<file path="config.mk">
export PLATFORM = sky130hd
export DESIGN_NAME = aapr_cordic_cell
export DESIGN_NICKNAME = d
export VERILOG_FILES = /design/src/aapr_pkg.sv /design/src/aapr_cordic_cell.sv
export SDC_FILE = /design/constraint.sdc
export NUM_CORES = 1
export LEC_CHECK = 0
export BUFFER_PORTS_ARGS = -buffer_cell sky130_fd_sc_hd__buf_2
export CORE_MARGIN = 4
export CORE_UTILIZATION = 55
export DETAILED_ROUTE_END_ITERATION = 6
export GPL_TIMING_DRIVEN = 0
export PLACE_DENSITY = 0.86
export SYNTH_ARGS = -nofsm -noshare
export SYNTH_HDL_FRONTEND = slang
export SYNTH_SLANG_ARGS = --single-unit
</file>
<file path="constraint.sdc">
create_clock -name clk_i -period 0.9 [get_ports clk_i]
set_input_delay 0.09 -clock clk_i [delete_from_list [all_inputs] [get_ports clk_i]]
set_output_delay 0.09 -clock clk_i [all_outputs]
set_load 0.02 [all_outputs]
</file>
<file path="src/aapr_pkg.sv">
// ----------------------------------------------------------------------------
// aapr_pkg
// Shared constants, CORDIC angle table and helpers for the point rotator.
// ----------------------------------------------------------------------------
package aapr_pkg;

  localparam int unsigned CoordWidthDef = 32;
  localparam int unsigned AxisWidth     = 16;
  localparam int unsigned AngleWidth    = 16;
  localparam int unsigned CordicSteps   = 30;
  // CORDIC datapath width: Q2.30 values with headroom
  localparam int unsigned CwW           = 34;

  localparam logic signed [CwW-1:0] CordicGain  = 34'sd652032874;
  localparam logic signed [CwW-1:0] QuarterTurn = 34'sd1073741824;

  typedef logic signed [CwW-1:0] cw_t;

  // Arctangent of 2^-i in units where 2^32 is one turn
  function automatic cw_t atan_at(input logic [4:0] idx);
    cw_t r;
    r = '0;
    case (idx)
      5'd0:  r = 34'sd536870912;
      5'd1:  r = 34'sd316933406;
      5'd2:  r = 34'sd167458907;
      5'd3:  r = 34'sd85004756;
      5'd4:  r = 34'sd42667331;
      5'd5:  r = 34'sd21354465;
      5'd6:  r = 34'sd10679838;
      5'd7:  r = 34'sd5340245;
      5'd8:  r = 34'sd2670163;
      5'd9:  r = 34'sd1335087;
      5'd10: r = 34'sd667544;
      5'd11: r = 34'sd333772;
      5'd12: r = 34'sd166886;
      5'd13: r = 34'sd83443;
      5'd14: r = 34'sd41722;
      5'd15: r = 34'sd20861;
      5'd16: r = 34'sd10430;
      5'd17: r = 34'sd5215;
      5'd18: r = 34'sd2608;
      5'd19: r = 34'sd1304;
      5'd20: r = 34'sd652;
      5'd21: r = 34'sd326;
      5'd22: r = 34'sd163;
      5'd23: r = 34'sd81;
      5'd24: r = 34'sd41;
      5'd25: r = 34'sd20;
      5'd26: r = 34'sd10;
      5'd27: r = 34'sd5;
      5'd28: r = 34'sd3;
      5'd29: r = 34'sd1;
      default: r = '0;
    endcase
    return r;
  endfunction

endpackage

</file>
<file path="src/aapr_cordic_cell.sv">
// ----------------------------------------------------------------------------
// aapr_cordic_cell
// One CORDIC micro-rotation stage; carries the item's point and axis along.
// ----------------------------------------------------------------------------
module aapr_cordic_cell #(
  parameter int unsigned STEP = 0,
  parameter int unsigned SIDE_W = 8
) (
  input  logic                 clk_i,
  input  logic                 rst_ni,
  input  logic                 en_i,
  input  logic                 valid_i,
  input  aapr_pkg::cw_t        x_i,
  input  aapr_pkg::cw_t        y_i,
  input  aapr_pkg::cw_t        z_i,
  input  logic [SIDE_W-1:0]    side_i,
  output logic                 valid_o,
  output aapr_pkg::cw_t        x_o,
  output aapr_pkg::cw_t        y_o,
  output aapr_pkg::cw_t        z_o,
  output logic [SIDE_W-1:0]    side_o
);
  import aapr_pkg::*;

  cw_t x_d, y_d, z_d, xs, ys, atan_v;

  // micro-rotation toward zero residual angle
  always_comb begin
    xs     = x_i >>> STEP;
    ys     = y_i >>> STEP;
    atan_v = atan_at(5'(STEP));
    if (!z_i[CwW-1]) begin
      x_d = x_i - ys;
      y_d = y_i + xs;
      z_d = z_i - atan_v;
    end else begin
      x_d = x_i + ys;
      y_d = y_i - xs;
      z_d = z_i + atan_v;
    end
  end

  always_ff @(posedge clk_i or negedge rst_ni) begin
    if (!rst_ni) begin
      valid_o <= 1'b0;
    end else if (en_i) begin
      valid_o <= valid_i;
    end
  end

  always_ff @(posedge clk_i) begin
    if (en_i) begin
      x_o    <= x_d;
      y_o    <= y_d;
      z_o    <= z_d;
      side_o <= side_i;
    end
  end

endmodule

</file>
==> results of run 1 <==
-- metal layers --
metal,overflow,global-route usage (%)
met1,0,69.9
met2,1,84.5
met3,0,60.7
met4,2,65.3
met5,0,35.8
-- stage by stage --
stage | hold WS [ps] | cell area [sq um] | instances
CTS | 13.8 | 13400 | 1545
floorplan | -206 | 9870 | 995
detailed placement | -129 | 11300 | 1436
global placement | -135 | 11300 | 1435
-- logic make-up after synthesis --
logic type,Yosys count,share of synthesized area [%]
flip-flops,110,36.1
AO/OA/AOI/OAI,325,22.4
AND/OR/NAND/NOR,215,10.7
buffers and inverters,152,7.28
adder cells (fa/ha/maj),107,15.0
XOR/XNOR,67,6.42
multiplexers,19,2.09
-- what timing repair did --
action | CTS
pin swaps | 114
gates resized for setup | 251
setup endpoints to repair | 181
buffers inserted | 57
gates cloned | 1
hold buffers | 39
hold endpoints to repair | 39
==> reports/results.ini, run 1 <==
[sta]
worstEndpointGrtRepair=y_o[26]$_DFFE_PP_/D
worstEpCategory=register data pin

[synthesis]
post-synth-top-count-cell=a21oi_1
syn_inst=995
synthesis.nets=1216
yosys.area.top_type=edfxtp_1
synth_seq_cells=110
synth_top_area_share_pct=35.8
synth_edf_count=109
netlist_top_cells_count=a21oi_1 (127), edfxtp_1 (109), inv_1 (104)
ys_types=76
synth_area_leaders=edfxtp_1 (36%), ha_1 (14%), a21oi_1 (7.0%)
yosysWarnings=0
synth_area_sq_mm=0.00914
ys_seq_area_share_pct=36.1
syn_avg_cell_area_sq_um=9.18
synth_flop_cell=edfxtp_1
synthArstFlopShare_pct=0.909

[die]
die_w_um=137
start_util_pct=56.9
rows=46
die_h_um=137
pin_count=225

[placed_design]
gp_congestion=0.991
port_buffers=224
dp_slack_ps=-2230
hpwl_um=22900

[outcome]
error=[ERROR GRT-0232] Routing congestion too high. Check the congestion heatmap in the GUI.
stop_stage=5_1_grt
status=stopped before the end

[clocking]
cts_max_path_buffers=2
clock_sinks=110
numCtsBuffers=9
h-tree-depth=3
cts-root-buf=clkbuf_16

[global_route]
grt_max_degree=41
grtUsageTotal_pct=70.5
grt-ovfl-total=3

==> inputs of run 2 (changes only) <==
--- a/config.mk
+++ b/config.mk
@@ -7,10 +7,10 @@
 export LEC_CHECK = 0
 export BUFFER_PORTS_ARGS = -buffer_cell sky130_fd_sc_hd__buf_2
 export CORE_MARGIN = 4
-export CORE_UTILIZATION = 55
+export CORE_UTILIZATION = 40
 export DETAILED_ROUTE_END_ITERATION = 6
 export GPL_TIMING_DRIVEN = 0
-export PLACE_DENSITY = 0.86
+export PLACE_DENSITY_LB_ADDON = 0.15
 export SYNTH_ARGS = -nofsm -noshare
 export SYNTH_HDL_FRONTEND = slang
 export SYNTH_SLANG_ARGS = --single-unit
==> reports/results.ini, run 2 <==
[sta]
slew_headroom_pct=17.1
skew_ps=0
hold_slack_ps=21.7
worstMarginPinSlew_ps=1240
max_freq_mhz=378
period_needed_ps=2650
finalSetupViolations=178
tns_ps=-92790
final_hold_viol_count=0
rsz0062_at_grt=yes
fin_ws_ps=-1750
slew_violations=0
fin_crit_sh_pct=294

[synthesis]
synthSimpleGateAreaFrac_pct=10.7
ys_types=76
synthesis.nets=1216
yosysWarnings=0
synth_compound_area_share_pct=22.4
synth_edf_count=109
synth_area_leaders=edfxtp_1 (36%), ha_1 (14%), a21oi_1 (7.0%)
synth_area_sq_mm=0.00914
synthArstFlopShare_pct=0.909
syn_inst=995
synthAdderAreaFrac_pct=15.0
muxShareOfSynthArea_pct=2.10
synth_seq_cells=110
synth_top_family_by_area=compound AO/OA/AOI/OAI gates
synth_top_area_share_pct=35.8
ys_seq_area_share_pct=36.1
netlist_top_cells_count=a21oi_1 (127), edfxtp_1 (109), inv_1 (104)
synth-xor-area-share_pct=6.42
post-synth-top-count-cell=a21oi_1
yosys.area.top_type=edfxtp_1
syn_avg_cell_area_sq_um=9.18
synth_flop_cell=edfxtp_1

[global_route]
grt_max_degree=77
grt-ovfl-total=0
grt_pass1_wl_um=50800
first_global_vias=9110
antenna_found_initial=0
grtUsageTotal_pct=24.8

[final_layout]
n_antenna_cell=0
num-fill-cells=1687
top_regs=x_o x34, z_o x34, y_o x33
fin_util_pct=66.3
drive_gt1_share_pct=48.4
mostFrequentLayoutCell=buf_6
area_growth_pct=63.8
final_cell_mix=buf_6 (146), buf_2 (130), edfxtp_1 (109)
fin_nets=1593

[clocking]
clock_sinks=110
cts_max_path_buffers=2
numCtsBuffers=9
cts_tree=yes
insertion_delay_ps=360
h-tree-depth=3
cts-root-buf=clkbuf_16
path_clk_slew_ps=80

[placed_design]
port_buffers=224
gp_congestion=0.951
hpwl_um=23500

[critical_path]
r2r_end=valid_o
crit_arrival_ps=2750
cp-start-kind=input port
worstReg2RegStart=valid_o
crit_end=y_o[26]
ff2ff_path_depth=1
required_ps=1000
reg2reg_slack_ps=130
end_kind=flip-flop
critPathLaunch=x_i[0]
crit_path_max_fanout=3
setup.worst_path.class=in -> reg

[power]
power_mw=21.3
vdd_drop_max_uv=834
powerDensity_mw_per_mm2=1430
p_leak_nw=6.31

[die]
dieArea_sq_mm=0.0253
die_w_um=159
start_util_pct=40.5
core_sq_mm=0.0226
pin_count=225
die_h_um=159
rows=55

[flow_run]
cap_violations=0

[worst_hold_path]
min_path_type=in -> reg

[route]
drt_wl_total_um=34300
ant_nets=0
wl_per_cell_um=20.6
drt_iter0_markers=801
vias_per_cell=5.60
first_pass_iters=5
vias=9306
drcViolationCount=0

[outcome]
status=finished, violations left
violations=setup timing

[run 2: worst min-delay path by stage]
stage	start	end	slack, ps	cells after the start
floorplan	rst_ni	valid_o	-210	0
global placement	rst_ni	valid_o	-140	1
detailed placement	rst_ni	valid_o	-130	1
CTS	z_i[29]	z_o[29]	5	2
global route	z_i[29]	z_o[29]	30	2
finish	z_i[29]	z_o[29]	20	2
[run 2: kinds of logic after synthesis]
group | after synthesis
compound gates | 325
simple gates | 215
buf+inv | 152
flops | 110
fa+ha+maj | 107
xor+xnor | 67
mux | 19
[run 2: metrics by stage]
| stage | area [sq um] | std cells | worst slack [ps] |
|---|---|---|---|
| global placement | 11300 | 1504 | -2300 |
| detailed placement | 11400 | 1505 | -2270 |
| global route | 15000 | 1662 | -1770 |
| finish | 15000 | 1662 | -1750 |
| CTS | 13700 | 1626 | -1750 |
| floorplan | 9870 | 995 | -1610 |
[run 2: cell type report]
type	count	area, sq um	area share [%]
Multi-Input combinational cell	733	6930	46.3
Clock buffer	9	225	1.50
Inverter	110	536	3.58
Buffer	37	378	2.52
Sequential cell	110	3300	22.0
Clock inverter	7	66.3	0.443
Timing Repair Buffer	371	3180	21.3
Tap cell	285	357	2.38
[run 2: critical path, stage by stage]
cell and delay, ps:
buf_12 110, buf_6 100, buf_6 110, ha_4 150, fa_2 360, nand2b_4 150
a21boi_2 190, o21ai_2 100, a211o_4 380, o31ai_4 320, a31oi_4 190, nor3_2 180
o21ai_1 90, o41ai_2 80, xor2_1 140
[run 2: metal layers]
metal / track usage [%] / wire length (um)
met5: 0 / 0
met4: 8.09 / 1140
met3: 5.02 / 2400
met2: 41.6 / 16600
met1: 32.4 / 14200
[run 2: repair_timing]
action,4_1_cts,5_1_grt
hold buffers,39,0
endpoints found under the setup margin,238,179
setup buffers,68,52
endpoints found under the hold margin,39,0
pin swaps,117,136
gates resized for setup,299,261
[run 2: report_power, final]
| part | leakage (nW) | switching, mW | internal [mW] |
|---|---|---|---|
| clock | 0.143 | 2.16 | 1.95 |
| combinational | 5.09 | 5.62 | 4.74 |
| sequential | 1.08 | 0.290 | 6.57 |
| total | 6.31 | 8.07 | 13.3 |
No activity file was read; power rests on OpenSTA's default activity.
